--- config.mk ---
export PLATFORM = sky130hd
export DESIGN_NAME = hsv_front
export DESIGN_NICKNAME = d
export VERILOG_FILES = /design/src/hdl/hsv_pkg.sv /design/src/hdl/hsv_front.sv
export SDC_FILE = /design/constraint.sdc
export NUM_CORES = 1
export LEC_CHECK = 0
export ABC_CLOCK_PERIOD_IN_PS = 4800
export BUFFER_PORTS_ARGS = -buffer_cell sky130_fd_sc_hd__buf_2
export CORE_MARGIN = 3
export CORE_UTILIZATION = 45
export DETAILED_ROUTE_END_ITERATION = 8
export GPL_TIMING_DRIVEN = 0
export PLACE_DENSITY = 0.74
export SYNTH_ARGS = -nofsm -noshare
export SYNTH_HDL_FRONTEND = slang
export SYNTH_SLANG_ARGS = --single-unit
--- constraint.sdc ---
create_clock -name clk -period 4.8 [get_ports clk]
set_input_delay 0.72 -clock clk [delete_from_list [all_inputs] [get_ports clk]]
set_output_delay 0.72 -clock clk [all_outputs]
set_load 0.02 [all_outputs]
--- src/hdl/hsv_pkg.sv ---
`timescale 1ns / 1ps
// ----------------------------------------------------------------------------
// hsv_pkg
// shared types, constants and gamma tables for the hsv to rgb duty converter
// ----------------------------------------------------------------------------
package hsv_pkg;

  // field widths and limits
  localparam int HUE_W          = 9;
  localparam int SAT_W          = 7;
  localparam int VAL_W          = 7;
  localparam int REM_W          = 6;
  localparam int CHAN_W         = 8;
  localparam int DUTY_W         = 16;
  localparam int PWM_BITS_W     = 5;

  localparam int HUE_WRAP       = 360;
  localparam int HUE_SECTOR_DEG = 60;
  localparam int PCT_MAX        = 100;
  localparam int CHAN_MAX       = 255;
  localparam int QT_SCALE       = 6000;

  localparam int MAX_PWM_BITS   = 16;
  localparam int PWM_BITS_RESET = 8;
  localparam int GAMMA_FRAC_BITS = 16;
  localparam int ROM_W          = GAMMA_FRAC_BITS + 1;
  localparam int ROM_DEPTH      = 256;

  // gamma exponents as fractions
  localparam int RG_EXP_NUM     = 14;
  localparam int RG_EXP_DEN     = 5;
  localparam int B_EXP_NUM      = 7;
  localparam int B_EXP_DEN      = 2;

  // queue between front and back
  localparam int FIFO_DEPTH     = 4;
  localparam int FIFO_PTR_W     = $clog2(FIFO_DEPTH);
  localparam int FIFO_CNT_W     = $clog2(FIFO_DEPTH + 1);

  // intermediate widths
  localparam int V255_W         = 15;  // 255 * v
  localparam int SR_W           = 13;  // s * rem, up to 6000
  localparam int NF_W           = 15;  // numerator of full
  localparam int NP_W           = 22;  // numerator of p
  localparam int NQT_W          = 28;  // numerator of q and t
  localparam int M_W            = 9;   // reciprocal width

  // constant division: estimate by reciprocal, then one correction step
  localparam int D_FULL         = 100;
  localparam int K_FULL         = 15;
  localparam int M_FULL         = (1 << K_FULL) / D_FULL;
  localparam int D_P            = 10000;
  localparam int K_P            = 22;
  localparam int M_P            = (1 << K_P) / D_P;
  localparam int D_QT           = 600000;
  localparam int K_QT           = 28;
  localparam int M_QT           = (1 << K_QT) / D_QT;

  typedef struct packed {
    logic [HUE_W-1:0] hue;
    logic [SAT_W-1:0] saturation;
    logic [VAL_W-1:0] brightness;
  } in_item_t;

  typedef struct packed {
    logic [DUTY_W-1:0] red_duty;
    logic [DUTY_W-1:0] green_duty;
    logic [DUTY_W-1:0] blue_duty;
  } out_item_t;

  typedef enum logic [2:0] {
    SEC_R_TO_Y = 3'd0,
    SEC_Y_TO_G = 3'd1,
    SEC_G_TO_C = 3'd2,
    SEC_C_TO_B = 3'd3,
    SEC_B_TO_M = 3'd4,
    SEC_M_TO_R = 3'd5
  } sector_t;

  // classified color as queued between front and back
  typedef struct packed {
    logic             sat_zero;
    sector_t          sector;
    logic [REM_W-1:0] rem;
    logic [SAT_W-1:0] sat;
    logic [VAL_W-1:0] val;
  } hsv_cls_t;

  typedef struct packed {
    logic full;
    logic empty;
  } fifo_stat_t;

  // gamma tables, built exactly at elaboration
  localparam int BN_W = RG_EXP_NUM * CHAN_W + RG_EXP_DEN * GAMMA_FRAC_BITS + 8;

  typedef logic [ROM_W-1:0] gamma_rom_t [ROM_DEPTH];

  // largest y with y^d * 255^n <= x^n * 2^(d*frac_bits)
  function automatic logic [ROM_W-1:0] gamma_frac(input int unsigned x,
                                                  input int unsigned n,
                                                  input int unsigned d);
    logic [BN_W-1:0] rhs;
    logic [BN_W-1:0] lhs;
    logic [BN_W-1:0] xw;
    logic [BN_W-1:0] mw;
    int unsigned     lo;
    int unsigned     hi;
    int unsigned     mid;
    rhs = BN_W'(1);
    xw  = BN_W'(x);
    for (int k = 0; k < n; k++) begin
      rhs = rhs * xw;
    end
    rhs = rhs << (d * GAMMA_FRAC_BITS);
    lo  = 0;
    hi  = 1 << GAMMA_FRAC_BITS;
    for (int it = 0; it <= GAMMA_FRAC_BITS + 1; it++) begin
      if (lo < hi) begin
        mid = lo + ((hi - lo + 1) >> 1);
        mw  = BN_W'(mid);
        lhs = BN_W'(1);
        for (int k = 0; k < d; k++) begin
          lhs = lhs * mw;
        end
        for (int k = 0; k < n; k++) begin
          lhs = lhs * BN_W'(CHAN_MAX);
        end
        if (lhs <= rhs) begin
          lo = mid;
        end else begin
          hi = mid - 1;
        end
      end
    end
    return ROM_W'(lo);
  endfunction

  function automatic gamma_rom_t build_rom(input int unsigned n, input int unsigned d);
    gamma_rom_t rom;
    for (int x = 0; x < ROM_DEPTH; x++) begin
      rom[x] = gamma_frac(x, n, d);
    end
    return rom;
  endfunction

  localparam gamma_rom_t GAMMA_RG = build_rom(RG_EXP_NUM, RG_EXP_DEN);
  localparam gamma_rom_t GAMMA_B  = build_rom(B_EXP_NUM, B_EXP_DEN);

endpackage

--- src/hdl/hsv_front.sv ---
`timescale 1ns / 1ps
// ----------------------------------------------------------------------------
// hsv_front
// accepts colors, clamps the fields and splits hue into sector and remainder
// ----------------------------------------------------------------------------
module hsv_front import hsv_pkg::*; (
  input  logic       clk,
  input  logic       rst_n,
  input  logic       in_valid,
  output logic       in_stall,
  input  in_item_t   in_data,
  input  fifo_stat_t stat,
  output logic       push,
  output hsv_cls_t   push_data
);

  logic             hold_v_r;
  logic             hold_v_nxt;
  hsv_cls_t         hold_r;
  hsv_cls_t         hold_nxt;
  logic             accept;
  logic [HUE_W-1:0] hue_w;
  logic [HUE_W-1:0] base;
  sector_t          sec;

  assign in_stall  = hold_v_r && stat.full;
  assign accept    = in_valid && !in_stall;
  assign push      = hold_v_r && !stat.full;
  assign push_data = hold_r;

  always_comb begin
    hue_w = (in_data.hue >= HUE_W'(HUE_WRAP)) ? in_data.hue - HUE_W'(HUE_WRAP)
                                               : in_data.hue;
    if (hue_w >= HUE_W'(5 * HUE_SECTOR_DEG)) begin
      sec  = SEC_M_TO_R;
      base = HUE_W'(5 * HUE_SECTOR_DEG);
    end else if (hue_w >= HUE_W'(4 * HUE_SECTOR_DEG)) begin
      sec  = SEC_B_TO_M;
      base = HUE_W'(4 * HUE_SECTOR_DEG);
    end else if (hue_w >= HUE_W'(3 * HUE_SECTOR_DEG)) begin
      sec  = SEC_C_TO_B;
      base = HUE_W'(3 * HUE_SECTOR_DEG);
    end else if (hue_w >= HUE_W'(2 * HUE_SECTOR_DEG)) begin
      sec  = SEC_G_TO_C;
      base = HUE_W'(2 * HUE_SECTOR_DEG);
    end else if (hue_w >= HUE_W'(HUE_SECTOR_DEG)) begin
      sec  = SEC_Y_TO_G;
      base = HUE_W'(HUE_SECTOR_DEG);
    end else begin
      sec  = SEC_R_TO_Y;
      base = '0;
    end

    hold_nxt.sat_zero = (in_data.saturation == '0);
    hold_nxt.sector   = sec;
    hold_nxt.rem      = REM_W'(hue_w - base);
    hold_nxt.sat      = (in_data.saturation > SAT_W'(PCT_MAX)) ? SAT_W'(PCT_MAX)
                                                                : in_data.saturation;
    hold_nxt.val      = (in_data.brightness > VAL_W'(PCT_MAX)) ? VAL_W'(PCT_MAX)
                                                                : in_data.brightness;

    hold_v_nxt = hold_v_r;
    if (accept) begin
      hold_v_nxt = 1'b1;
    end else if (push) begin
      hold_v_nxt = 1'b0;
    end
  end

  always_ff @(posedge clk) begin
    if (!rst_n) begin
      hold_v_r <= 1'b0;
    end else begin
      hold_v_r <= hold_v_nxt;
    end
  end

  always_ff @(posedge clk) begin
    if (accept) begin
      hold_r <= hold_nxt;
    end
  end

endmodule

==> summary.md, run 1 <==
| Metric | Value |
|---|---|
| RSZ-0062 raised after global routing | false |
| Leak | 0.717 nW |
| Grt ovf | 0 |
| Final HPWL DP | between 2000 and 2500 microns |
| WL/cell | approximately 13 microns |
| Sw Ratio | between 20% and 30% |
| CTS sink cnt | 25 |
| IO Count | 54 |
| Final ANT Viol Nets | 0 |
| Peak per-stage delay on the critical path | 0.46 ns |
| Power Internal | 0.000350 W |
| # resized after CTS | 0 |
| Post-route setup TNS | 0 ns |
| Sw Pwr | 0.000136 W |
| Crit-path max FO | 5 |
| GRT Total Usage | 14.5% |
| Power Dens Cells | just under 300 nW/um^2 |
| Total CTS buffers | 3 |
| Met3 GRT Util | 1.73% |
| Maximum clock path buffer count | 2 |
| NumNets Final | 200 |
| End of the worst hold path | push_data[14] |
| CP Launch Type | primary input |
| CTS hold repair buffers | 0 |
| Outcome | complete, no violations |
| Final hold violation count | 0 |
| Grt met2 use | 29.0% |
| Fin Clk Skew | 0.00728 ns |
| Critical Path RT | 4.87 ns |
| Netlist cell types | 35 |
| Layer with the highest usage | met2 |
| Hold_ws | 0.593 ns |
| Initial core utilization | 49.8% |
| Total power | 0.000487 W |
| Setup bufs post-CTS | 0 |
| FMAX | 264 MHz |
| Clk_lat worst skew | 0.31 ns |
| Reg2reg end | push_data[3] |
| Starting DRT DRC Count | 33 |
| Synthesized Nets | 142 |
| Ys flop type | edfxtp_1 |
| Core area | roughly 2600 sq um |
| Clock power frac | between 15 and 20% |
| Layout area overhead | 27.2% |
| Ys async rst share | 0% |
| Fill cells | between 200 and 250 |
| VDD IR max | 189 uV |
| Met1 Resource Use GR | around 16% |
| Number of max-cap violations | 0 |
| Yosys Warn Count | 0 |
| Row cnt | 18 |
| Via count | 1030 |
| Antenna cells | 0 |
| WP data arrival | 3.85 ns |
| Hold depth | 1 |
| Htree depth | 1 |
| Fin crit share | 78.9% |
| Hold path start | in_data[14] |
| Syn Area/Cell | 12.0 sq um |
| CTS tree | built |
| Worst r2r src | hold_v_r |
| HP Class | in -> reg |
| Setup-failing EPs final | 0 |
| First-pass GRT wire length | 4020 microns |
| Number of synthesized register bits | 25 |
| Period minus WS final | 3.79 ns |
| Die Y | 59.8 microns |
| Slowest-stage cell, CP | o31ai_1 |
| R2R setup slack | about 3.5 ns |
| Cells on worst reg2reg path | 3 |
| WL final | 2510 microns |
| Mapped cell area | 1300 sq um |
| Share of layout cells above drive strength 1 | 37.6% |
| WS Path Type | in -> reg |
| CTS root buf | clkbuf_4 |
| DR pass1 iterations | 4 |
| Pin count of the biggest net entering global routing | 21 |
| Clock-pin slew on the worst setup and hold paths | roughly 0.13 ns |
| Post-synthesis instance total | around 110 |
| Worst Max-Slew Pin Slew | 0.523 ns |
| Max-slew violation count | 0 |
| Critical-path cell list | buf_2, inv_1, ha_1, and3b_1, o21ai_1, and2_4, a21oi_1, o21a_1, o31ai_1, a21boi_1, ha_1, a21o_1, a21oi_1, xnor2_1, xnor2_1 |
| EDFF count, synth | 24 |
| Residual DRC | 0 |
| Post-synthesis sequential area ratio | a little under three fifths |
| Initial antenna violation count | 0 |
| Slew HR | 64.8% |
| Die ar. | 3570 sq um |
| CP endpoint kind | flop |
| Logic gate share of total power | 26.8% |
| Die width | 59.8 microns |
| Vias/cell | 5.28 |
| RePlAce Congestion | ~0.82 |
| Port-buffer cells | 52 |
| Sequential Power Share | a little under three fifths |
| Vias in the first global route | 994 |
-- synth_stat cells (all sizes together), types with 4 or more instances --
library cell	instances	area, sq um
o21ai	6	30.0
xnor2	4	35.0
a21oi	6	30.0
edfxtp	24	721
clkbuf	4	15.0
nor2b	4	25.0
and2	8	52.6
o21a	4	30.0
nor2	6	22.5
ha	5	62.6
nand2	6	22.5
inv	7	26.3
-- power by group through the flow --
stage           Clock, W  Combinational, W  Sequential [W]
5_1_grt        0.0000956          0.000144        0.000271
4_1_cts        0.0000904          0.000132        0.000269
3_3_place_gp           0          0.000124        0.000274
2_1_floorplan          0         0.0000598        0.000299
3_5_place_dp           0          0.000131        0.000274
6_report       0.0000883          0.000130        0.000268
-- registers in the layout, indices dropped and copies added (netlist names) --
| register | flops |
|---|---|
| hold_v_r | 1 |
| push_data | 24 |
-- layout by cell type, fill, tap and decap left out, drive strengths merged, types with 5 or more instances in the layout --
| master | instances |
|---|---|
| ha | 5 |
| clkbuf | 8 |
| buf | 53 |
| a21oi | 6 |
| o21ai | 6 |
| edfxtp | 24 |
| inv | 7 |
| nor2 | 6 |
| and2 | 8 |
| nand2 | 6 |
-- worst max-delay path: cells and delay by family --
| family | cells | cell delay (ns) |
|---|---|---|
| buf+inv | 2 | 0.24 |
| fa+ha+maj | 2 | 0.47 |
| xor+xnor | 2 | 0.23 |
| simple gates | 2 | 0.46 |
| compound gates | 7 | 1.73 |
-- worst max path at each step --
stage	startpoint	to	slack [ns]	cells past startpoint
floorplan	in_data[18]	push_data[19]	1.04	14
global placement	in_data[18]	push_data[19]	0.76	15
detailed placement	in_data[18]	push_data[19]	0.69	15
CTS	in_data[18]	push_data[19]	1.02	15
global route	in_data[18]	push_data[19]	0.71	15
finish	in_data[18]	push_data[19]	1.01	15
-- kinds of logic (layout without fill, tap and decap cells) --
family / Yosys count / in the layout / share of synthesized area (%)
flip-flops: 25 / 25 / 57.0
buffers and inverters: 11 / 68 / 3.18
adder cells (fa/ha/maj): 6 / 6 / 6.35
AND/OR/NAND/NOR: 31 / 31 / 14.0
XOR/XNOR: 6 / 6 / 4.04
AO/OA/AOI/OAI: 29 / 29 / 15.5
-- final cells by class --
cell class                      instances  area, sq um  share of cell area (%)
Sequential cell                        25          741                    44.8
Multi-Input combinational cell         72          520                    31.5
Tap cell                               30         37.5                    2.27
Timing Repair Buffer                   53          288                    17.4
Clock buffer                            4         26.3                    1.59
Inverter                                7         26.3                    1.59
Buffer                                  4         15.0                   0.908
-- metal layers --
| metal | vias to the layer above | part of all wire, % |
|---|---|---|
| met5 | - | 0 |
| met4 | 0 | 1.4 |
| met3 | 4 | 7.5 |
| met2 | 40 | 52 |
| met1 | 474 | 39 |
| li1 | 512 | - |
-- stage by stage --
| step | instances | area (sq um) | utilization, % | setup WS, ns |
|---|---|---|---|---|
| finish | 195 | 1650 | 63.3 | 1.01 |
| detailed placement | 191 | 1630 | 62.3 | 0.686 |
| floorplan | 108 | 1300 | - | 1.04 |
| global placement | 190 | 1600 | 61.2 | 0.757 |
| CTS | 195 | 1650 | 63.3 | 1.02 |
| global route | 195 | 1650 | 63.3 | 0.713 |
No activity file was read; power rests on OpenSTA's default activity.
==> run 2, diff against run 1 <==
--- a/config.mk
+++ b/config.mk
@@ -5,7 +5,7 @@
 export SDC_FILE = /design/constraint.sdc
 export NUM_CORES = 1
 export LEC_CHECK = 0
-export ABC_CLOCK_PERIOD_IN_PS = 4800
+export ABC_CLOCK_PERIOD_IN_PS = 3700
 export BUFFER_PORTS_ARGS = -buffer_cell sky130_fd_sc_hd__buf_2
 export CORE_MARGIN = 3
 export CORE_UTILIZATION = 45
==> constraint.sdc (replaced) <==
create_clock -name clk -period 3.7 [get_ports clk]
set_input_delay 0.555 -clock clk [delete_from_list [all_inputs] [get_ports clk]]
set_output_delay 0.555 -clock clk [all_outputs]
set_load 0.02 [all_outputs]
==> run 2 against run 1 <==
  * Routed wire length rose by 2.6%
  * Flip-flop and latch count did not move
  * Non-clock buffer count did not move
  * Critical endpoint unchanged
  * Largest power group unchanged
  * Highest routed layer unchanged
==> summary.md, run 2 (synthesis results as in run 1) <==
| Metric | Value |
|---|---|
| Die Y | 59.8 microns (unchanged) |
| Die width | 59.8 microns (unchanged) |
| Commonest non-fill, non-tap cells in the layout | buf_2 (52), edfxtp_1 (24), and2_1 (7) (was buf_2 (52), edfxtp_1 (24), and2_1 (7), inv_1 (7)) |
| Sw Pwr | 0.000180 W (was 0.000136 W) |
| Critical Path RT | 3.77 ns (was 4.87 ns) |
| Cells on worst reg2reg path | 3 (unchanged) |
| RePlAce Congestion | 0.821 (unchanged) |
| Final hold violation count | 0 (unchanged) |
| Port-buffer cells | 52 (unchanged) |
| Layout area overhead | 29.7% (was 27.2%) |
| Clock power frac | 18.0% (was 18.1%) |
| Crit-path max FO | 5 (unchanged) |
| Grt ovf | 0 (unchanged) |
| Initial antenna violation count | 0 (unchanged) |
| Layer with the highest usage | met2 (unchanged) |
| CTS sink cnt | 25 (unchanged) |
| Fin crit share | roughly 94% |
| Max-slew violation count | 0 (unchanged) |
| CTS hold repair buffers | 0 (unchanged) |
| Hold path start | in_data[14] (unchanged) |
| Antenna cells | 0 (unchanged) |
| Row cnt | 18 (unchanged) |
| Clock-pin slew on the worst setup and hold paths | 0.13 ns (about the same) |
| Reg area | 741 sq um (unchanged) |
| Sequential Power Share | 54.6% (was 55.1%) |
| R2R setup slack | 2.35 ns (was 3.45 ns) |
| Vias/cell | 5.31 (was 5.28) |
| Setup-failing EPs final | 0 (unchanged) |
| Pin count of the biggest net entering global routing | 21 (unchanged) |
| CP Launch Type | primary input (unchanged) |
| Grt met2 use | 29.0% (unchanged) |
| Met1 Resource Use GR | 15.7% (unchanged) |
| Htree depth | 1 (unchanged) |
| WS Path Type | in -> reg (unchanged) |
| RSZ-0062 raised after global routing | false (unchanged) |
| Die ar. | 3570 sq um (unchanged) |
| Sw Ratio | 28.3% (was 28.0%) |
| Met3 GRT Util | 1.73% (unchanged) |
| FMAX | 287 MHz |
| HP Class | in -> reg (unchanged) |
| Slew HR | 61.1% (was 64.8%) |
| CTS root buf | clkbuf_4 (unchanged) |
| Layout Cells excl Fill | 195 (unchanged) |
| Clk_lat worst skew | 0.31 ns (about the same) |
| Period minus WS final | ~3.5 ns |
| Via count | 1035 (was 1030) |
| Outcome | complete, no violations (unchanged) |
| CTS tree | built (unchanged) |
| NumNets Final | 200 (unchanged) |
| Final HPWL DP | 2050 microns (unchanged) |
| GRT Total Usage | 14.5% (unchanged) |
| WL final | 2580 microns (was 2510 microns) |
| Power Dens Cells | 378 nW/um^2 (was 294 nW/um^2) |
| Total CTS buffers | 3 (unchanged) |
| Vias in the first global route | 994 (unchanged) |
| WP data arrival | 3.56 ns (was 3.85 ns) |
| Peak per-stage delay on the critical path | 0.47 ns (was 0.46 ns) |
| Commonest non-fill, non-tap cell in the layout | buf_2 (unchanged) |
| DR pass1 iterations | 4 (unchanged) |
| First-pass GRT wire length | 4020 microns (unchanged) |
| Hold depth | 1 (unchanged) |
| Leak | 0.719 nW (was 0.717 nW) |
| Area of the multi-input gates | 553 sq um (was 520 sq um) |
| Maximum clock path buffer count | 2 (unchanged) |
| Fin Clk Skew | 0.00756 ns (was 0.00728 ns) |
| Residual DRC | 0 (unchanged) |
| Initial core utilization | 49.8% (unchanged) |
| VDD IR max | 247 uV (was 189 uV) |
| Starting DRT DRC Count | 38 (was 33) |
| Reg2reg end | push_data[3] (unchanged) |
| CP endpoint kind | flop (unchanged) |
| Worst r2r src | hold_v_r (unchanged) |
| Logic gate share of total power | 27.4% (was 26.8%) |
| Share of layout cells above drive strength 1 | 41.2% (was 37.6%) |
| Placed Instances | 191 (unchanged) |
| Power Internal | 0.000457 W (was 0.000350 W) |
| Number of max-cap violations | 0 (unchanged) |
| Fill cells | 213 (was 212) |
| Core area | 2610 sq um (unchanged) |
| Final core occ | 64.6% (was 63.3%) |
| Final ANT Viol Nets | 0 (unchanged) |
| WL/cell | 13.2 microns (was 12.9 microns) |
| End of the worst hold path | push_data[14] (unchanged) |
| Critical-path cell list | buf_2, inv_2, ha_1, nand4bb_1, or4_4, and2_4, o21a_1, a2111o_1, and2b_1, a21boi_2, ha_1, a21o_1, a21oi_1, xnor2_1, xnor2_1 (was buf_2, inv_1, ha_1, and3b_1, o21ai_1, and2_4, a21oi_1, o21a_1, o31ai_1, a21boi_1, ha_1, a21o_1, a21oi_1, xnor2_1, xnor2_1) |
| Setup bufs post-CTS | 0 (unchanged) |
| IO Count | 54 (unchanged) |
| Max reg flops | 24 (unchanged) |
| Hold_ws | 0.431 ns (was 0.593 ns) |
| Slowest-stage cell, CP | or4_4 (was o31ai_1) |
| Worst Max-Slew Pin Slew | 0.578 ns (was 0.523 ns) |
run 2: power by group through the flow:
stage                     Sequential (W)  Clock, W  Combinational [W]
final                           0.000348  0.000114           0.000175
after detailed placement        0.000355         0           0.000170
after global placement          0.000355         0           0.000161
after CTS                       0.000348  0.000117           0.000171
after floorplan                 0.000388         0          0.0000776
after global routing            0.000351  0.000124           0.000192
run 2: critical path, delay by kind of cell:
kind | cells | cell delay, ns
AOI/OAI and AO/OA | 5 | 1.17
xor gates and xnor gates | 2 | 0.23
buffers and inverters | 2 | 0.22
adders and majority gates | 2 | 0.41
and+or+nand+nor | 4 | 0.98
run 2: how the worst max path moves through the flow:
stage	start	end	slack, ns	depth (start not counted)
floorplan	in_data[18]	push_data[19]	0.10	14
global placement	in_data[18]	push_data[19]	-0.18	15
detailed placement	in_data[18]	push_data[19]	-0.25	15
CTS	in_data[18]	push_data[19]	0.08	15
global route	in_data[18]	push_data[19]	0.07	15
finish	in_data[18]	push_data[19]	0.21	15
run 2: timing repair:
action                                  CTS  global route
endpoints found under the setup margin    0             1
hold endpoints to repair                  0             0
resized for setup                         0             7
run 2: routing by layer:
metal | vias up | part of all wire, %
li1 | 511 | -
met1 | 484 | 38
met2 | 36 | 53
met3 | 4 | 7.1
met4 | 0 | 1.3
met5 | - | 0
run 2: through the flow:
stage | power (W) | TNS, ns | area (sq um) | setup WS (ns)
4_1_cts | 0.000637 | 0 | 1650 | 0.0846
6_report | 0.000637 | 0 | 1690 | 0.211
3_5_place_dp | 0.000525 | -0.295 | 1630 | -0.249
3_3_place_gp | 0.000516 | -0.195 | 1600 | -0.178
5_1_grt | 0.000667 | 0 | 1690 | 0.0700
2_1_floorplan | 0.000465 | 0 | 1300 | 0.101
run 2: area by class of cell:
| type | count | share of cell area [%] |
|---|---|---|
| Multi-Input combinational cell | 72 | 32.8 |
| Sequential cell | 25 | 43.9 |
| Tap cell | 30 | 2.23 |
| Buffer | 4 | 0.890 |
| Timing Repair Buffer | 53 | 17.1 |
| Inverter | 7 | 1.56 |
| Clock buffer | 4 | 1.56 |
==> run 3, diff against run 2 <==
--- a/config.mk
+++ b/config.mk
@@ -11,7 +11,7 @@
 export CORE_UTILIZATION = 45
 export DETAILED_ROUTE_END_ITERATION = 8
 export GPL_TIMING_DRIVEN = 0
-export PLACE_DENSITY = 0.74
+export PLACE_DENSITY = 0.72
 export SYNTH_ARGS = -nofsm -noshare
 export SYNTH_HDL_FRONTEND = slang
 export SYNTH_SLANG_ARGS = --single-unit
==> run 3 against run 2 <==
  * Combinational power about the same
  * Core utilization decreased by 0.19 points
  * Fmax decreased by 0.80%
  * Clock-buffer cell count decreased by 1
  * Critical path depth unchanged
  * Hold slack got worse by 0.015 ns
  * Via count decreased by 2.8%
  * Power increased by 0.78%
  * Register-to-register slack improved by 0.11 ns
  * Non-clock buffer count unchanged
  * Sequential power about the same
  * Design area decreased by 0.30%
  * Highest routed layer unchanged
==> summary.md, run 3 (synthesis results as in run 1) <==
| Metric | Value |
|---|---|
| Commonest non-fill, non-tap cells in the layout | buf_2 (52), edfxtp_1 (24), and2_1 (7) (unchanged) |
| CP Launch Type | primary input (unchanged) |
| Number of buffer and inverter stages on the critical path | 2 (unchanged) |
| Initial core utilization | 49.8% (unchanged) |
| CTS sink cnt | 25 (unchanged) |
| Power Dens Cells | 382 nW/um^2 (was 378 nW/um^2) |
| RePlAce Congestion | 0.762 (was 0.821) |
| First-pass GRT wire length | 3900 microns (was 4020 microns) |
| Fin Clk Skew | 0.00783 ns (was 0.00756 ns) |
| Residual DRC | 0 (unchanged) |
| Die Y | 59.8 microns (unchanged) |
| Period minus WS final | 3.52 ns (was 3.49 ns) |
| Dpl ws | -0.244 ns (was -0.249 ns) |
| Via count | 1006 (was 1035) |
| Vias in the first global route | 956 (was 994) |
| WL/cell | 12.8 microns (was 13.2 microns) |
| GRT Total Usage | 14.4% (was 14.5%) |
| Final ANT Viol Nets | 0 (unchanged) |
| CP endpoint kind | flop (unchanged) |
| Layout Cells excl Fill | 195 (unchanged) |
| End of the worst hold path | push_data[14] (unchanged) |
| WL final | 2490 microns (was 2580 microns) |
| Slew HR | 61.7% (was 61.1%) |
| Maximum clock path buffer count | 2 (unchanged) |
| Fill cells | 207 (was 213) |
| Share of layout cells above drive strength 1 | 41.8% (was 41.2%) |
| Row cnt | 18 (unchanged) |
| Final HPWL DP | 2020 microns (was 2050 microns) |
| R2R setup slack | 2.46 ns (was 2.35 ns) |
| Crit path max-delay family | compound AO/OA/AOI/OAI gates (unchanged) |
| Initial antenna violation count | 0 (unchanged) |
| Leak | 0.709 nW (was 0.719 nW) |
| Die width | 59.8 microns (unchanged) |
| RSZ-0062 raised after global routing | false (unchanged) |
| Crit-path max FO | 5 (unchanged) |
| Vias/cell | 5.16 (was 5.31) |
| Total CTS buffers | 3 (unchanged) |
| CTS root buf | clkbuf_4 (unchanged) |
| WS Path Type | in -> reg (unchanged) |
| Hold depth | 1 (unchanged) |
| CTS hold repair buffers | 0 (unchanged) |
| Cells on worst reg2reg path | 3 (unchanged) |
| Post-route setup TNS | 0 ns (unchanged) |
| Hold path start | in_data[14] (unchanged) |
| Worst Max-Slew Pin Slew | 0.568 ns (was 0.578 ns) |
| Antenna cells | 0 (unchanged) |
| Final core occ | 64.4% (was 64.6%) |
| Setup-failing EPs final | 0 (unchanged) |
| CTS tree | built (unchanged) |
| Clock-pin slew on the worst setup and hold paths | 0.14 ns (was 0.13 ns) |
| Pin count of the biggest net entering global routing | 22 (was 21) |
| Starting DRT DRC Count | 14 (was 38) |
| Peak per-stage delay on the critical path | 0.47 ns (about the same) |
| Commonest non-fill, non-tap cell in the layout | buf_2 (unchanged) |
| VDD IR max | 250 uV (was 247 uV) |
| Final setup margin | 0.182 ns (was 0.211 ns) |
| FMAX | 284 MHz (was 287 MHz) |
| IO Count | 54 (unchanged) |
| Final hold violation count | 0 (unchanged) |
| Worst r2r src | hold_v_r (unchanged) |
| Layout area overhead | 29.4% (was 29.7%) |
| HP Class | in -> reg (unchanged) |
| Critical Path RT | 3.78 ns (was 3.77 ns) |
| Port-buffer cells | 52 (unchanged) |
| DR pass1 iterations | 4 (unchanged) |
| Core area | 2610 sq um (unchanged) |
| Max reg flops | 24 (unchanged) |
| WP data arrival | 3.59 ns (was 3.56 ns) |
| Number of max-cap violations | 0 (unchanged) |
| Outcome | complete, no violations (unchanged) |
| Reg2reg end | push_data[0] (was push_data[3]) |
| Placed Instances | 191 (unchanged) |
| Grt ovf | 0 (unchanged) |
| Critical-path cell list | buf_2, clkinvlp_4, ha_1, nand4bb_1, or4_4, and2_4, o21a_1, a2111o_1, and2b_1, a21boi_2, ha_1, a21o_1, a21oi_1, xnor2_1, xnor2_1 (was buf_2, inv_2, ha_1, nand4bb_1, or4_4, and2_4, o21a_1, a2111o_1, and2b_1, a21boi_2, ha_1, a21o_1, a21oi_1, xnor2_1, xnor2_1) |
| Clk_lat worst skew | 0.31 ns (about the same) |
| Slowest-stage cell, CP | or4_4 (unchanged) |
| Die ar. | 3570 sq um (unchanged) |
| Total power | 0.000642 W (was 0.000637 W) |
| Fin crit share | 95.1% (was 94.3%) |
| NumNets Final | 200 (unchanged) |
| Max-slew violation count | 0 (unchanged) |
| Htree depth | 1 (unchanged) |
[run 3: worst max-delay path by stage]
| stage | start | to | slack (ns) | depth (start not counted) |
|---|---|---|---|---|
| 4_1_cts | in_data[18] | push_data[19] | 0.11 | 15 |
| 3_3_place_gp | in_data[18] | push_data[19] | -0.18 | 15 |
| 5_1_grt | in_data[18] | push_data[19] | 0.05 | 15 |
| 3_5_place_dp | in_data[18] | push_data[19] | -0.24 | 15 |
| 6_report | in_data[18] | push_data[19] | 0.18 | 15 |
| 2_1_floorplan | in_data[18] | push_data[19] | 0.10 | 14 |
[run 3: final cells by class]
| cell class | count | area (sq um) | area share, % |
|---|---|---|---|
| flip-flops and latches | 25 | 741 | 44.0 |
| plain buffers | 4 | 15.0 | 0.893 |
| clock buffers | 3 | 22.5 | 1.34 |
| clock inverters | 1 | 7.51 | 0.446 |
| multi-input cells | 72 | 553 | 32.9 |
| repair buffers | 53 | 275 | 16.4 |
| well taps | 30 | 37.5 | 2.23 |
| inverters | 7 | 30.0 | 1.79 |
[run 3: stage by stage]
| stage | hold slack (ns) | area, sq um |
|---|---|---|
| 3_3_place_gp | 0.572 | 1600 |
| 2_1_floorplan | 0.654 | 1300 |
| 5_1_grt | 0.392 | 1680 |
| 4_1_cts | 0.406 | 1650 |
| 6_report | 0.416 | 1680 |
| 3_5_place_dp | 0.625 | 1620 |
[run 3: routing by layer]
metal / track usage (%) / routed length [microns] / vias up / part of all wire, %
li1: - / - / 510 / -
met1: 16.0 / 1010 / 460 / 40
met2: 26.9 / 1280 / 34 / 51
met3: 1.51 / 183 / 2 / 7.3
met4: 6.65 / 24 / 0 / 0.96
met5: 0 / 0 / - / 0
[run 3: report_power, final]
group / internal (W) / switching [W] / leakage (nW)
Clock: 0.0000412 / 0.0000794 / 0.0139
Combinational: 0.0000711 / 0.000103 / 0.453
Sequential: 0.000343 / 0.00000516 / 0.242
Total: 0.000455 / 0.000187 / 0.709
[run 3: what timing repair did]
action	in CTS	in global routing
setup endpoints to repair	0	1
resized for setup	0	7
endpoints found under the hold margin	0	0
setup buffers	0	0
