## config.mk

```make
export PLATFORM = sky130hd
export DESIGN_NAME = hsv_fifo
export DESIGN_NICKNAME = d
export VERILOG_FILES = /design/src/hdl/hsv_pkg.sv /design/src/hdl/hsv_fifo.sv
export SDC_FILE = /design/constraint.sdc
export NUM_CORES = 1
export LEC_CHECK = 0
export BUFFER_PORTS_ARGS = -buffer_cell sky130_fd_sc_hd__buf_4
export CORE_AREA = 2 2 85 108
export DETAILED_ROUTE_END_ITERATION = 16
export DIE_AREA = 0 0 87 110
export MAX_ROUTING_LAYER = met4
export PLACE_DENSITY = 0.66
export SLEW_MARGIN = 5
export SYNTH_ARGS = -nofsm -noshare
export SYNTH_HDL_FRONTEND = slang
export SYNTH_SLANG_ARGS = --single-unit
```

## constraint.sdc

```tcl
create_clock -name clk -period 1.8 [get_ports clk]
set_input_delay 0.18 -clock clk [delete_from_list [all_inputs] [get_ports clk]]
set_output_delay 0.18 -clock clk [all_outputs]
set_load 0.05 [all_outputs]
```

## src/hdl/hsv_pkg.sv

```systemverilog
`timescale 1ns / 1ps
// ----------------------------------------------------------------------------
// hsv_pkg
// shared types, constants and gamma tables for the hsv to rgb duty converter
// ----------------------------------------------------------------------------
package hsv_pkg;

  // field widths and limits
  localparam int HUE_W          = 9;
  localparam int SAT_W          = 7;
  localparam int VAL_W          = 7;
  localparam int REM_W          = 6;
  localparam int CHAN_W         = 8;
  localparam int DUTY_W         = 16;
  localparam int PWM_BITS_W     = 5;

  localparam int HUE_WRAP       = 360;
  localparam int HUE_SECTOR_DEG = 60;
  localparam int PCT_MAX        = 100;
  localparam int CHAN_MAX       = 255;
  localparam int QT_SCALE       = 6000;

  localparam int MAX_PWM_BITS   = 16;
  localparam int PWM_BITS_RESET = 8;
  localparam int GAMMA_FRAC_BITS = 16;
  localparam int ROM_W          = GAMMA_FRAC_BITS + 1;
  localparam int ROM_DEPTH      = 256;

  // gamma exponents as fractions
  localparam int RG_EXP_NUM     = 14;
  localparam int RG_EXP_DEN     = 5;
  localparam int B_EXP_NUM      = 7;
  localparam int B_EXP_DEN      = 2;

  // queue between front and back
  localparam int FIFO_DEPTH     = 4;
  localparam int FIFO_PTR_W     = $clog2(FIFO_DEPTH);
  localparam int FIFO_CNT_W     = $clog2(FIFO_DEPTH + 1);

  // intermediate widths
  localparam int V255_W         = 15;  // 255 * v
  localparam int SR_W           = 13;  // s * rem, up to 6000
  localparam int NF_W           = 15;  // numerator of full
  localparam int NP_W           = 22;  // numerator of p
  localparam int NQT_W          = 28;  // numerator of q and t
  localparam int M_W            = 9;   // reciprocal width

  // constant division: estimate by reciprocal, then one correction step
  localparam int D_FULL         = 100;
  localparam int K_FULL         = 15;
  localparam int M_FULL         = (1 << K_FULL) / D_FULL;
  localparam int D_P            = 10000;
  localparam int K_P            = 22;
  localparam int M_P            = (1 << K_P) / D_P;
  localparam int D_QT           = 600000;
  localparam int K_QT           = 28;
  localparam int M_QT           = (1 << K_QT) / D_QT;

  typedef struct packed {
    logic [HUE_W-1:0] hue;
    logic [SAT_W-1:0] saturation;
    logic [VAL_W-1:0] brightness;
  } in_item_t;

  typedef struct packed {
    logic [DUTY_W-1:0] red_duty;
    logic [DUTY_W-1:0] green_duty;
    logic [DUTY_W-1:0] blue_duty;
  } out_item_t;

  typedef enum logic [2:0] {
    SEC_R_TO_Y = 3'd0,
    SEC_Y_TO_G = 3'd1,
    SEC_G_TO_C = 3'd2,
    SEC_C_TO_B = 3'd3,
    SEC_B_TO_M = 3'd4,
    SEC_M_TO_R = 3'd5
  } sector_t;

  // classified color as queued between front and back
  typedef struct packed {
    logic             sat_zero;
    sector_t          sector;
    logic [REM_W-1:0] rem;
    logic [SAT_W-1:0] sat;
    logic [VAL_W-1:0] val;
  } hsv_cls_t;

  typedef struct packed {
    logic full;
    logic empty;
  } fifo_stat_t;

  // gamma tables, built exactly at elaboration
  localparam int BN_W = RG_EXP_NUM * CHAN_W + RG_EXP_DEN * GAMMA_FRAC_BITS + 8;

  typedef logic [ROM_W-1:0] gamma_rom_t [ROM_DEPTH];

  // largest y with y^d * 255^n <= x^n * 2^(d*frac_bits)
  function automatic logic [ROM_W-1:0] gamma_frac(input int unsigned x,
                                                  input int unsigned n,
                                                  input int unsigned d);
    logic [BN_W-1:0] rhs;
    logic [BN_W-1:0] lhs;
    logic [BN_W-1:0] xw;
    logic [BN_W-1:0] mw;
    int unsigned     lo;
    int unsigned     hi;
    int unsigned     mid;
    rhs = BN_W'(1);
    xw  = BN_W'(x);
    for (int k = 0; k < n; k++) begin
      rhs = rhs * xw;
    end
    rhs = rhs << (d * GAMMA_FRAC_BITS);
    lo  = 0;
    hi  = 1 << GAMMA_FRAC_BITS;
    for (int it = 0; it <= GAMMA_FRAC_BITS + 1; it++) begin
      if (lo < hi) begin
        mid = lo + ((hi - lo + 1) >> 1);
        mw  = BN_W'(mid);
        lhs = BN_W'(1);
        for (int k = 0; k < d; k++) begin
          lhs = lhs * mw;
        end
        for (int k = 0; k < n; k++) begin
          lhs = lhs * BN_W'(CHAN_MAX);
        end
        if (lhs <= rhs) begin
          lo = mid;
        end else begin
          hi = mid - 1;
        end
      end
    end
    return ROM_W'(lo);
  endfunction

  function automatic gamma_rom_t build_rom(input int unsigned n, input int unsigned d);
    gamma_rom_t rom;
    for (int x = 0; x < ROM_DEPTH; x++) begin
      rom[x] = gamma_frac(x, n, d);
    end
    return rom;
  endfunction

  localparam gamma_rom_t GAMMA_RG = build_rom(RG_EXP_NUM, RG_EXP_DEN);
  localparam gamma_rom_t GAMMA_B  = build_rom(B_EXP_NUM, B_EXP_DEN);

endpackage

```

## src/hdl/hsv_fifo.sv

```systemverilog
`timescale 1ns / 1ps
// ----------------------------------------------------------------------------
// hsv_fifo
// short queue of classified colors between front and back
// ----------------------------------------------------------------------------
module hsv_fifo import hsv_pkg::*; (
  input  logic       clk,
  input  logic       rst_n,
  input  logic       push,
  input  hsv_cls_t   push_data,
  input  logic       pop,
  output hsv_cls_t   pop_data,
  output fifo_stat_t stat
);

  hsv_cls_t              mem_r [FIFO_DEPTH];
  logic [FIFO_PTR_W-1:0] wr_ptr_r;
  logic [FIFO_PTR_W-1:0] wr_ptr_nxt;
  logic [FIFO_PTR_W-1:0] rd_ptr_r;
  logic [FIFO_PTR_W-1:0] rd_ptr_nxt;
  logic [FIFO_CNT_W-1:0] count_r;
  logic [FIFO_CNT_W-1:0] count_nxt;

  assign stat.full  = (count_r == FIFO_CNT_W'(FIFO_DEPTH));
  assign stat.empty = (count_r == '0);
  assign pop_data   = mem_r[rd_ptr_r];

  always_comb begin
    wr_ptr_nxt = push ? wr_ptr_r + 1'b1 : wr_ptr_r;
    rd_ptr_nxt = pop ? rd_ptr_r + 1'b1 : rd_ptr_r;
    count_nxt  = count_r;
    if (push && !pop) begin
      count_nxt = count_r + 1'b1;
    end else if (pop && !push) begin
      count_nxt = count_r - 1'b1;
    end
  end

  always_ff @(posedge clk) begin
    if (!rst_n) begin
      wr_ptr_r <= '0;
      rd_ptr_r <= '0;
      count_r  <= '0;
    end else begin
      wr_ptr_r <= wr_ptr_nxt;
      rd_ptr_r <= rd_ptr_nxt;
      count_r  <= count_nxt;
    end
  end

  always_ff @(posedge clk) begin
    if (push) begin
      mem_r[wr_ptr_r] <= push_data;
    end
  end

endmodule

```

==> results of run 1 <==
critical path, delay by kind of cell, from the launching register on:
| family | cells | cell delay (ns) |
|---|---|---|
| buffers and inverters | 2 | 0.36 |
| muxes | 1 | 0.51 |
| DFF | 1 | 0.45 |
cells by family (layout without fill, tap and decap cells):
family / Yosys count / in the layout
flip-flops: 105 / 105
AND/OR/NAND/NOR: 15 / 15
XOR/XNOR: 5 / 5
buffers and inverters: 10 / 92
multiplexers: 26 / 26
adder cells (fa/ha/maj): 6 / 6
AO/OA/AOI/OAI: 2 / 2
synthesized netlist by cell type:
master	count	area, sq um
sky130_fd_sc_hd__clkbuf_1	1	3.75
sky130_fd_sc_hd__ha_1	5	62.6
sky130_fd_sc_hd__buf_6	1	11.3
sky130_fd_sc_hd__xor2_1	3	26.3
sky130_fd_sc_hd__nand2_1	1	3.75
sky130_fd_sc_hd__o21ai_0	1	5.00
sky130_fd_sc_hd__mux2i_1	2	20.0
sky130_fd_sc_hd__nor3_1	1	5.00
sky130_fd_sc_hd__or3_1	1	6.26
sky130_fd_sc_hd__mux4_2	20	450
sky130_fd_sc_hd__edfxtp_1	96	2880
sky130_fd_sc_hd__buf_2	2	10.0
sky130_fd_sc_hd__a21boi_0	1	7.51
sky130_fd_sc_hd__fa_1	1	20.0
sky130_fd_sc_hd__xnor2_1	2	17.5
sky130_fd_sc_hd__nor3b_1	1	7.51
sky130_fd_sc_hd__and2_1	9	56.3
sky130_fd_sc_hd__nor2b_1	2	12.5
sky130_fd_sc_hd__mux4_1	4	105
sky130_fd_sc_hd__buf_12	2	40.0
sky130_fd_sc_hd__dfxtp_1	9	180
sky130_fd_sc_hd__inv_1	4	15.0
sequential cells by signal (all words and copies together) (netlist names), named ones only:
register,count
count_r,3
mem_r,96
rd_ptr_r,2
wr_ptr_r,2
area by class of cell:
class,instances,area (sq um)
inverter,4,15.0
multi-input combinational,54,791
timing repair buffer,72,764
tap,100,125
clock buffer,12,135
clock inverter,4,20.0
sequential,105,3070
fill,614,3590
repair_timing:
| action | CTS | global route |
|---|---|---|
| hold buffers | 9 | 0 |
| gates cloned | 2 | 1 |
| endpoints found under the setup margin | 24 | 24 |
| resized for setup | 32 | 0 |
| hold endpoints to repair | 30 | 0 |
per-stage QoR:
stage               hold slack, ns  setup WS [ns]  setup TNS, ns  total power (uW)
floorplan                    0.279          0.118              0              3530
global placement             0.381          0.189              0              3820
detailed placement           0.384         0.0989              0              3830
CTS                       0.000203        -0.0710          -1.19              5150
global route               0.00429         -0.104          -1.98              5310
finish                      0.0179        -0.0504         -0.674              5090
layer usage:
metal	up-vias	wire, microns
met2	51	3300
met3	10	265
li1	838	-
met5	-	0
met1	915	2700
met4	0	128
worst max-delay path by stage:
stage | from | depth (start not counted) | slack [ns] | end
finish | register | 3 | -0.05 | pop_data[3]
global placement | pop | 8 | 0.19 | count_r[2]
floorplan | count_r[1] | 1 | 0.12 | stat[1]
global route | register | 3 | -0.10 | pop_data[3]
detailed placement | pop | 8 | 0.1 | count_r[2]
CTS | register | 3 | -0.07 | pop_data[0]
power by group through the flow:
| stage | sequential (uW) | clock [uW] | combinational [uW] |
|---|---|---|---|
| after floorplan | 2880 | 0 | 651 |
| after global placement | 2890 | 0 | 929 |
| after detailed placement | 2890 | 0 | 937 |
| after CTS | 2840 | 1250 | 1050 |
| after global routing | 2860 | 1340 | 1110 |
| final | 2840 | 1200 | 1050 |
==> out/summary.md, run 1 <==
• maximum root-to-sink buffer count: 2
• P_leak: 0.00170 uW
• worst hold path depth: 1
• largest net degree at the start of global routing: 25
• most frequent standard cell in the layout excluding fill and tap cells: sky130_fd_sc_hd__edfxtp_1
• Post-Syn Instances: 169
• post-synthesis adder-cell area fraction: 0.0209
• average routed wire per standard cell: 18.2 microns
• Finished Cell Area: 4920 sq um
• RSZ-0062 raised after global routing: yes
• Final nets: 280
• final clock period utilization by the worst path: 1.03
• highest ir drop seen on vdd: 568 uV
• data arrival time at the worst-slack endpoint: 1.67 ns
• Clock Pin Slew Worst Setup and Hold Paths: 0.09 ns
• net switching power: 1350 uW
• maximum cell stage delay along the critical path: 0.51 ns
• required time worst endpoint: 1.62 ns
• worst rel slew slack: 0.689
• vias in the first global route: 1936
• fraction of final layout cells with drive strength greater than 1: 0.394
• sequential fraction of the synthesis area: 0.776
• kind of start point of the critical path: register
• global-route wire length before repair: 9840 microns
• register bit count reported by yosys: 105
• Final Worst Setup Slack: -0.0504 ns
• number of cell rows: 38
• count of antenna diodes in the layout: 0
• Clk network pwr share: 0.235
• Worst setup EP type: primary output
• count of clock tree sinks: 105
• number of nets still failing antenna checks after routing: 0
• slowest stage cell, crit path: sky130_fd_sc_hd__mux4_2
• die boundary height: 110 microns
• sequential cell fraction of total power: 0.559
• share of synthesized area spent on multiplexers: 0.146
• # Post-CTS Setup Buffers: 0
• via count: 1814
• TritonCTS Buffers: 9
• die outline area: 9570 sq um
• final-report setup violation count: 24
• met3 Usage GRT: 0.0343
• worst-path cell chain: clkbuf_16 -> mux4_2 -> buf_6
• H-tree depth: 3
• global-route usage over all layers: 0.150
• number of DRC violations after detailed routing: 0
• max capacitance violation total: 0
• Post-Synthesis Mean Instance Area: 23.4 sq um
• GR met2 Demand/Resource: 0.239
• global route hottest layer: met2
• terminating pin of the worst hold path: mem_r[1][0]
• worst r2r dst: mem_r[0][18]
• Layout Skew: 0.00628 ns
• number of buffers inserted by port buffering: 53
• combinational power share: 0.206
• initial antenna violation count: 0
• syn_nets: 203
• final worst path period need: 1.85 ns
• TritonCTS clock tree: built
• Internal: 3740 uW
• maximum fanout count along the critical path: 6
• run status: complete, but fails checks
• beginning of the worst register-to-register path: wr_ptr_r[0]
• total half-perimeter wirelength after legalization and detailed placement: 3790 microns
• largest family of logic cells by synthesized area: multiplexers
• routability congestion estimate from global placement: 0.682
• cell area after synthesis: 3950 sq um
• clock insertion delay at the later pin of the skew report: 0.36 ns
• depth of the most critical reg-to-reg path: 4
• slack of the worst reg-to-reg path: 0.27 ns
• number of vias per cell after detailed routing: 5.17
• router iterations before antenna repair: 4
• Top-Level Pins: 54
• Area Growth Syn to Fin: 24.5%
• die width: 87 microns
• GRT Residual Overflow: 0
• clock root buffer master: sky130_fd_sc_hd__clkbuf_8
• Setup CP Type: register to primary output
• Hold Crit Start: push_data[0]
• Post-Place Cell Area: 4510 sq um
• Pwr per Cell Area: 1030 nW/um^2
• actual transition at the worst max-transition pin: 0.467 ns
• First DRT Iteration DRCs: 166
• Synth Area in XOR/XNOR: 0.0111
• post-layout utilization of the core: 0.578
• synthesis warning total: 0
• Initial Util: 0.464
• Non-Filler Instances: 351
• placed cell count: 323
• most used cells in the layout excluding fill and tap cells: sky130_fd_sc_hd__edfxtp_1, sky130_fd_sc_hd__buf_4, sky130_fd_sc_hd__mux4_2, sky130_fd_sc_hd__buf_6
• violations in the final reports: negative setup slack
• total core area: 8510 sq um
• global routing usage on met1: 0.182
• Min-Delay Path Class: input port to register
• Compound-Gate Fraction of Synth Area: 0.00317
• Post-Synth Simple-Gate Area: 0.0231
• number of hold violations in the final report: 0
• Detailed Route WL: 6400 microns
• distinct cell type count of the synthesized netlist: 22
• final slew viol count: 0
• switching portion of total power: 0.265
• maximum clock frequency: 0.540 GHz
Power figures use the tool's default switching activity.
==> inputs of run 2 (changes only) <==
Settings changed: CORE_AREA 2 2 85 108 to 2 2 83 105, CTS_CLUSTER_SIZE set to 40, DIE_AREA 0 0 87 110 to 0 0 85 107, PLACE_DENSITY 0.66 to 0.69.
==> run 2 against run 1 <==
Net effect:
- the run still ends with negative setup slack left
- sequential share of layout area fell by 0.17 points
- global-route usage rose by 0.99 points
- clock power rose by 14%
- highest routed layer unchanged
- setup slack got worse by 0.0061 ns
- critical path type unchanged
- fmax fell by 0.33%
- wire length fell by 0.75%
- power rose by 3.5%
- first-iteration DRC count fell by 15%
- via count rose by 0.11%
- flip-flop and latch count did not move
- sequential power barely moved
==> out/summary.md, run 2 (synthesis results as in run 1) <==
• run status: complete, but fails checks, unchanged
• violations in the final reports: negative setup slack, unchanged
• TritonCTS Buffers: 9, unchanged
• global-route usage over all layers: 0.160, was 0.150
• Pwr per Cell Area: 1070 nW/um^2, was 1030 nW/um^2
• required time worst endpoint: 1.62 ns, about the same
• Regs by FF count: mem_r x96, count_r x3, unchanged
• First DRT Iteration DRCs: 141, was 166
• most used cells in the layout excluding fill and tap cells: sky130_fd_sc_hd__edfxtp_1, sky130_fd_sc_hd__buf_4, sky130_fd_sc_hd__mux4_2, sky130_fd_sc_hd__buf_6, unchanged
• register containing the most flip-flops in the final layout: mem_r, unchanged
• placed cell count: 319, was 323
• maximum root-to-sink buffer count: 2, unchanged
• final clock period utilization by the worst path: 1.03, about the same
• GRT Residual Overflow: 0, unchanged
• Final Worst Setup Slack: -0.0566 ns, was -0.0504 ns
• met2 wire len: 3380 microns, was 3300 microns
• total core area: 8100 sq um, was 8510 sq um
• number of cell rows: 37, was 38
• largest net degree at the start of global routing: 25, unchanged
• Highest Signal Layer: met4, unchanged
• most frequent standard cell in the layout excluding fill and tap cells: sky130_fd_sc_hd__edfxtp_1, unchanged
• Min-Delay Path Class: input port to register, unchanged
• TritonCTS clock tree: built, unchanged
• number of hold violations in the final report: 0, unchanged
• via count: 1816, was 1814
• total half-perimeter wirelength after legalization and detailed placement: 3680 microns, was 3790 microns
• clock insertion delay at the later pin of the skew report: 0.36 ns, about the same
• Final nets: 278, was 280
• Clock Pin Slew Worst Setup and Hold Paths: 0.09 ns, about the same
• RSZ-0062 raised after global routing: yes, unchanged
• Worst setup EP type: primary output, unchanged
• number of vias per cell after detailed routing: 5.25, was 5.17
• die width: 85 microns, was 87 microns
• initial antenna violation count: 0, unchanged
• worst rel slew slack: 0.750, was 0.689
• detailed route wirelength on metal3: 274 microns, was 265 microns
• routability congestion estimate from global placement: 0.656, was 0.682
• number of flip-flops in the largest register: 96, unchanged
• kind of start point of the critical path: register, unchanged
• die outline area: 9100 sq um, was 9570 sq um
• number of DRC violations after detailed routing: 0, unchanged
• Top-Level Pins: 54, unchanged
• highest ir drop seen on vdd: 637 uV, was 568 uV
• wire length the detailed router placed on met1: 2600 microns, was 2700 microns
• number of buffers inserted by port buffering: 53, unchanged
• Initial Util: 0.487, was 0.464
• average routed wire per standard cell: 18.3 microns, was 18.2 microns
• P_leak: 0.00170 uW, about the same
• clock root buffer master: sky130_fd_sc_hd__clkbuf_8, unchanged
• Area Growth Syn to Fin: 24.9%, was 24.5%
• global-route wire length before repair: 10200 microns, was 9840 microns
• final worst path period need: 1.86 ns, was 1.85 ns
• vias in the first global route: 1977, was 1936
• H-tree depth: 3, unchanged
• slack of the worst reg-to-reg path: 0.28 ns, was 0.27 ns
• die boundary height: 107 microns, was 110 microns
• overall power consumption: 5260 uW, was 5090 uW
• maximum clock frequency: 0.539 GHz, was 0.540 GHz
• max capacitance violation total: 0, unchanged
• Post-Place Cell Area: 4500 sq um, was 4510 sq um
• Setup CP Type: register to primary output, unchanged
• count of antenna diodes in the layout: 0, unchanged
• final-report setup violation count: 12, was 24
• Finished Cell Area: 4930 sq um, was 4920 sq um
• worst hold-check slack: 0.0237 ns, was 0.0179 ns
• number of nets still failing antenna checks after routing: 0, unchanged
• Non-Filler Instances: 346, was 351
• Layout Skew: 0.00974 ns, was 0.00628 ns
• data arrival time at the worst-slack endpoint: 1.68 ns, was 1.67 ns
• actual transition at the worst max-transition pin: 0.375 ns, was 0.467 ns
• count of clock tree sinks: 105, unchanged
• Detailed Route WL: 6350 microns, was 6400 microns
• fraction of final layout cells with drive strength greater than 1: 0.414, was 0.394
• router iterations before antenna repair: 4, unchanged
• final slew viol count: 0, unchanged
• maximum fanout count along the critical path: 6, unchanged
[run 2: changes by cell type in the layout (fill, tap and decap cells not counted)]
cell                            before  now
sky130_fd_sc_hd__buf_4              32   31
sky130_fd_sc_hd__clkinv_4            0    1
sky130_fd_sc_hd__clkbuf_1            3    0
sky130_fd_sc_hd__buf_12              4    5
sky130_fd_sc_hd__clkinvlp_4          1    3
sky130_fd_sc_hd__dlygate4sd3_1       9    8
sky130_fd_sc_hd__clkinv_2            1    2
sky130_fd_sc_hd__clkbuf_16           1    0
sky130_fd_sc_hd__clkinv_1            2    0
sky130_fd_sc_hd__bufinv_16           0    1
[run 2: routing by layer]
metal / GRT usage / vias to the layer above
met5: - / -
met4: 0.0850 / 0
met3: 0.0346 / 7
met2: 0.255 / 46
met1: 0.191 / 931
li1: - / 832
[run 2: through the flow]
stage | util | setup TNS, ns | setup slack, ns
finish | 0.609 | -0.510 | -0.0566
global route | 0.609 | -1.81 | -0.114
CTS | 0.607 | -1.18 | -0.0938
detailed placement | 0.555 | 0 | 0.132
global placement | 0.555 | 0 | 0.188
floorplan | - | 0 | 0.118
[run 2: report_power, final]
group / internal, uW / switching [uW] / total (uW)
Combinational: 448 / 601 / 1050
Sequential: 2790 / 47.5 / 2840
Clock: 639 / 736 / 1370
[run 2: repair_timing]
action	in CTS	in global routing
hold buffers	7	1
gates cloned	2	0
endpoints found under the setup margin	24	24
setup buffers	1	0
endpoints found under the hold margin	25	1
resized for setup	32	0
[run 2: final cells by class]
cell class	count	area (sq um)
Clock inverter	7	71.3
Multi-Input combinational cell	54	791
Clock buffer	9	124
Tap cell	97	121
Timing Repair Buffer	70	742
Fill cell	587	3170
Sequential cell	105	3070
Inverter	4	15.0
[run 2: critical path, stage by stage (launching register included)]
cell	delay (ns)
sky130_fd_sc_hd__dfxtp_4	0.38
sky130_fd_sc_hd__buf_12	0.12
sky130_fd_sc_hd__buf_16	0.13
sky130_fd_sc_hd__mux4_2	0.51
sky130_fd_sc_hd__buf_6	0.17
[run 2: worst paths after layout]
| path | from | endpoint | cells after the start |
|---|---|---|---|
| min | push_data[20] | mem_r[1][20] | 1 |
| min reg2reg | count_r[2] | count_r[2] | 2 |
| max reg2reg | count_r[0] | count_r[2] | 4 |
| max | register | pop_data[4] | 4 |
==> inputs of run 3 (changes only) <==
Settings changed: ABC_AREA set to 1, CORE_AREA 2 2 83 105 to 2 2 85 108, DIE_AREA 0 0 85 107 to 0 0 87 110.
==> run 3 against run 2 <==
Net effect:
- the run now ends clean
- power is 0.31% lower
- clock skew down 0.0056 ns
- worst hold slack got worse by 0.0019 ns
- synthesized cell count rose by 72%
- global-route usage rose by 1.1 points
- sequential power about the same
- final cell count up 34%
- fmax grew 9.2%
==> out/summary.md, run 3 <==
• Final nets: 393, was 278
• fraction of final layout cells with drive strength greater than 1: 0.343, was 0.414
• final worst path period need: 1.70 ns, was 1.86 ns
• syn_nets: 324, was 203
• global-route usage over all layers: 0.171, was 0.160
• final slew viol count: 0, unchanged
• count of antenna diodes in the layout: 0, unchanged
• final-report setup violation count: 0, was 12
• number of nets still failing antenna checks after routing: 0, unchanged
• cell area after synthesis: 4170 sq um, was 3950 sq um
• most frequently used flop master after synthesis: sky130_fd_sc_hd__edfxtp_1, unchanged
• Synth top cells by count: sky130_fd_sc_hd__edfxtp_1, sky130_fd_sc_hd__o21ai_0, sky130_fd_sc_hd__nor2_1, sky130_fd_sc_hd__nor2_2, sky130_fd_sc_hd__o22ai_2, was sky130_fd_sc_hd__edfxtp_1, sky130_fd_sc_hd__mux4_2, sky130_fd_sc_hd__and2_1, sky130_fd_sc_hd__dfxtp_1, sky130_fd_sc_hd__ha_1
• die boundary height: 110 microns, was 107 microns
• average routed wire per standard cell: 16.4 microns, was 18.3 microns
• kind of start point of the critical path: register, unchanged
• most area-consuming cells after synthesis: sky130_fd_sc_hd__edfxtp_1, sky130_fd_sc_hd__o21ai_0, sky130_fd_sc_hd__o22ai_2, was sky130_fd_sc_hd__edfxtp_1, sky130_fd_sc_hd__mux4_2, sky130_fd_sc_hd__dfxtp_1
• Clock Pin Slew Worst Setup and Hold Paths: 0.09 ns, about the same
• Top-Level Pins: 54, unchanged
• post-layout utilization of the core: 0.602, was 0.609
• Clk network pwr share: 0.284, was 0.261
• Post-Syn Instances: 290, was 169
• sum of negative setup slack: 0 ns, was -0.510 ns
• number of fill cells: 647, was 587
• actual transition at the worst max-transition pin: 0.263 ns, was 0.375 ns
• total half-perimeter wirelength after legalization and detailed placement: 4610 microns, was 3680 microns
• clock root buffer master: sky130_fd_sc_hd__clkbuf_8, unchanged
• area fraction of the dominant cell type after synthesis: 0.691, was 0.730
• run status: completed, was complete, but fails checks
• Min-Delay Path Class: input port to register, unchanged
• Worst setup EP type: primary output, unchanged
• number of hold violations in the final report: 0, unchanged
• routability congestion estimate from global placement: 0.708, was 0.656
• Internal: 3850 uW, was 3880 uW
• Post-Synthesis Mean Instance Area: 14.4 sq um, was 23.4 sq um
• maximum root-to-sink buffer count: 2, unchanged
• register bit count reported by yosys: 105, unchanged
• Synth area leader: sky130_fd_sc_hd__edfxtp_1, unchanged
• depth of the most critical reg-to-reg path: 7, was 4
• combinational power share: 0.180, was 0.199
• multi-input combinational cell area: 965 sq um, was 791 sq um
• die outline area: 9570 sq um, was 9100 sq um
• router iterations before antenna repair: 4, unchanged
• TritonCTS clock tree: built, unchanged
• net switching power: 1400 uW, was 1380 uW
• number of flip-flops in the largest register: 96, unchanged
• Final Worst Setup Slack: 0.0994 ns, was -0.0566 ns
• number of enable-type register cells in the synthesized netlist: 96, unchanged
• Hold Crit Start: push_data[19], was push_data[20]
• number of buffers inserted by port buffering: 53, unchanged
• max capacitance violation total: 0, unchanged
• placed cell count: 439, was 319
• sequential cell fraction of total power: 0.536, was 0.539
• Regs by FF count: mem_r x96, count_r x3, unchanged
• most used cells in the layout excluding fill and tap cells: sky130_fd_sc_hd__edfxtp_1, sky130_fd_sc_hd__buf_4, sky130_fd_sc_hd__o21ai_0, sky130_fd_sc_hd__nor2_1, sky130_fd_sc_hd__o22ai_2, was sky130_fd_sc_hd__edfxtp_1, sky130_fd_sc_hd__buf_4, sky130_fd_sc_hd__mux4_2, sky130_fd_sc_hd__buf_6
• die width: 87 microns, was 85 microns
• synthesis warning total: 0, unchanged
• TritonCTS Buffers: 9, unchanged
• Layout Skew: 0.00410 ns, was 0.00974 ns
• number of DRC violations after detailed routing: 0, unchanged
• GRT Residual Overflow: 0, unchanged
• vias in the first global route: 2389, was 1977
• First DRT Iteration DRCs: 189, was 141
• worst hold path depth: 1, unchanged
• Placement Setup Slack: 0.246 ns, was 0.132 ns
• Initial Util: 0.490, was 0.487
• global-route wire length before repair: 11600 microns, was 10200 microns
• total core area: 8510 sq um, was 8100 sq um
• worst rel slew slack: 0.825, was 0.750
• RSZ-0062 raised after global routing: no, was yes
• required time worst endpoint: 1.62 ns, about the same
• Detailed Route WL: 7620 microns, was 6350 microns
• maximum fanout count along the critical path: 16, was 6
• initial antenna violation count: 0, unchanged
• count of clock tree sinks: 105, unchanged
• leading cell type by number of instances after synthesis: sky130_fd_sc_hd__edfxtp_1, unchanged
• beginning of the worst register-to-register path: count_r[0], unchanged
• Pwr per Cell Area: 1020 nW/um^2, was 1070 nW/um^2
• clock insertion delay at the later pin of the skew report: 0.35 ns, was 0.36 ns
• Area Growth Syn to Fin: 22.8%, was 24.9%
• most frequent standard cell in the layout excluding fill and tap cells: sky130_fd_sc_hd__edfxtp_1, unchanged
• largest net degree at the start of global routing: 34, was 25
• H-tree depth: 3, unchanged
• Setup CP Type: register to primary output, unchanged
• Storage cell area: 3070 sq um, about the same
• maximum clock frequency: 0.588 GHz, was 0.539 GHz
• sequential fraction of the synthesis area: 0.735, was 0.776
• number of cell rows: 38, was 37
• final clock period utilization by the worst path: 0.945, was 1.03
• asr flop ratio synth: 0, unchanged
• switching portion of total power: 0.267, was 0.263
• Non-Filler Instances: 464, was 346
• data arrival time at the worst-slack endpoint: 1.52 ns, was 1.68 ns
• highest ir drop seen on vdd: 502 uV, was 637 uV
• register containing the most flip-flops in the final layout: mem_r, unchanged
• via count: 2458, was 1816
• number of vias per cell after detailed routing: 5.30, was 5.25
• P_leak: 0.00187 uW, was 0.00170 uW
• distinct cell type count of the synthesized netlist: 21, was 22
-- run 3: cell types whose count changed in the layout (fill, tap and decap cells not counted), moves of 11 or more --
cell / previous run / this run
sky130_fd_sc_hd__nor2_1: 0 / 33
sky130_fd_sc_hd__o22ai_2: 0 / 22
sky130_fd_sc_hd__buf_4: 31 / 51
sky130_fd_sc_hd__buf_6: 23 / 5
sky130_fd_sc_hd__nor2_2: 0 / 20
sky130_fd_sc_hd__inv_1: 4 / 15
sky130_fd_sc_hd__o21ai_1: 0 / 13
sky130_fd_sc_hd__mux4_2: 24 / 0
sky130_fd_sc_hd__o21ai_0: 1 / 41
-- run 3: final timing paths --
check,end,slack (ns)
min reg2reg,register,0.45
max,pop_data[0],0.1
min,mem_r[1][19],0.02
max reg2reg,count_r[2],0.52
-- run 3: final cells by class --
class,count,share of cell area
Sequential cell,105,0.599
Multi-Input combinational cell,154,0.188
Timing Repair Buffer,72,0.132
Clock buffer,14,0.0401
Tap cell,100,0.0244
Inverter,17,0.0134
Clock inverter,2,0.00269
-- run 3: routing by layer --
metal / routed length [microns] / vias to the layer above / track usage
li1: - / 1204 / -
met1: 3170 / 1195 / 0.198
met2: 4000 / 53 / 0.288
met3: 362 / 6 / 0.0439
met4: 89 / 0 / 0.0603
met5: 0 / - / -
-- run 3: cells by family after synthesis --
family,share of synthesized area
compound gates,0.136
fa+ha+maj,0.0198
buf+inv,0.0369
flops,0.735
simple gates,0.0729
-- run 3: metrics by stage --
stage | power, uW | hold WS (ns) | cell area [sq um]
after floorplan | 3460 | 0.279 | 4170
after global routing | 5470 | 0.00163 | 5120
after detailed placement | 3770 | 0.384 | 4740
final | 5250 | 0.0218 | 5120
after global placement | 3750 | 0.381 | 4740
after CTS | 5250 | 0.00447 | 4970
-- run 3: what timing repair did --
| action | CTS | global route |
|---|---|---|
| hold buffers | 0 | 8 |
| setup buffers | 0 | 0 |
| gates resized for setup | 5 | 20 |
| hold endpoints to repair | 0 | 26 |
| gates cloned | 0 | 1 |
| endpoints found under the setup margin | 24 | 23 |
-- run 3: critical path, stage by stage (launching register included) --
cell                        delay, ns
sky130_fd_sc_hd__dfxtp_4         0.42
sky130_fd_sc_hd__inv_4           0.07
sky130_fd_sc_hd__clkbuf_16       0.19
sky130_fd_sc_hd__o21ai_0         0.20
sky130_fd_sc_hd__o22ai_2         0.08
sky130_fd_sc_hd__buf_4           0.19
-- run 3: power groups by stage --
stage,registers [uW],logic (uW),clock network (uW)
floorplan,2860,602,0
global route,2820,1010,1640
CTS,2810,907,1530
finish,2810,942,1490
detailed placement,2870,903,0
global placement,2860,883,0
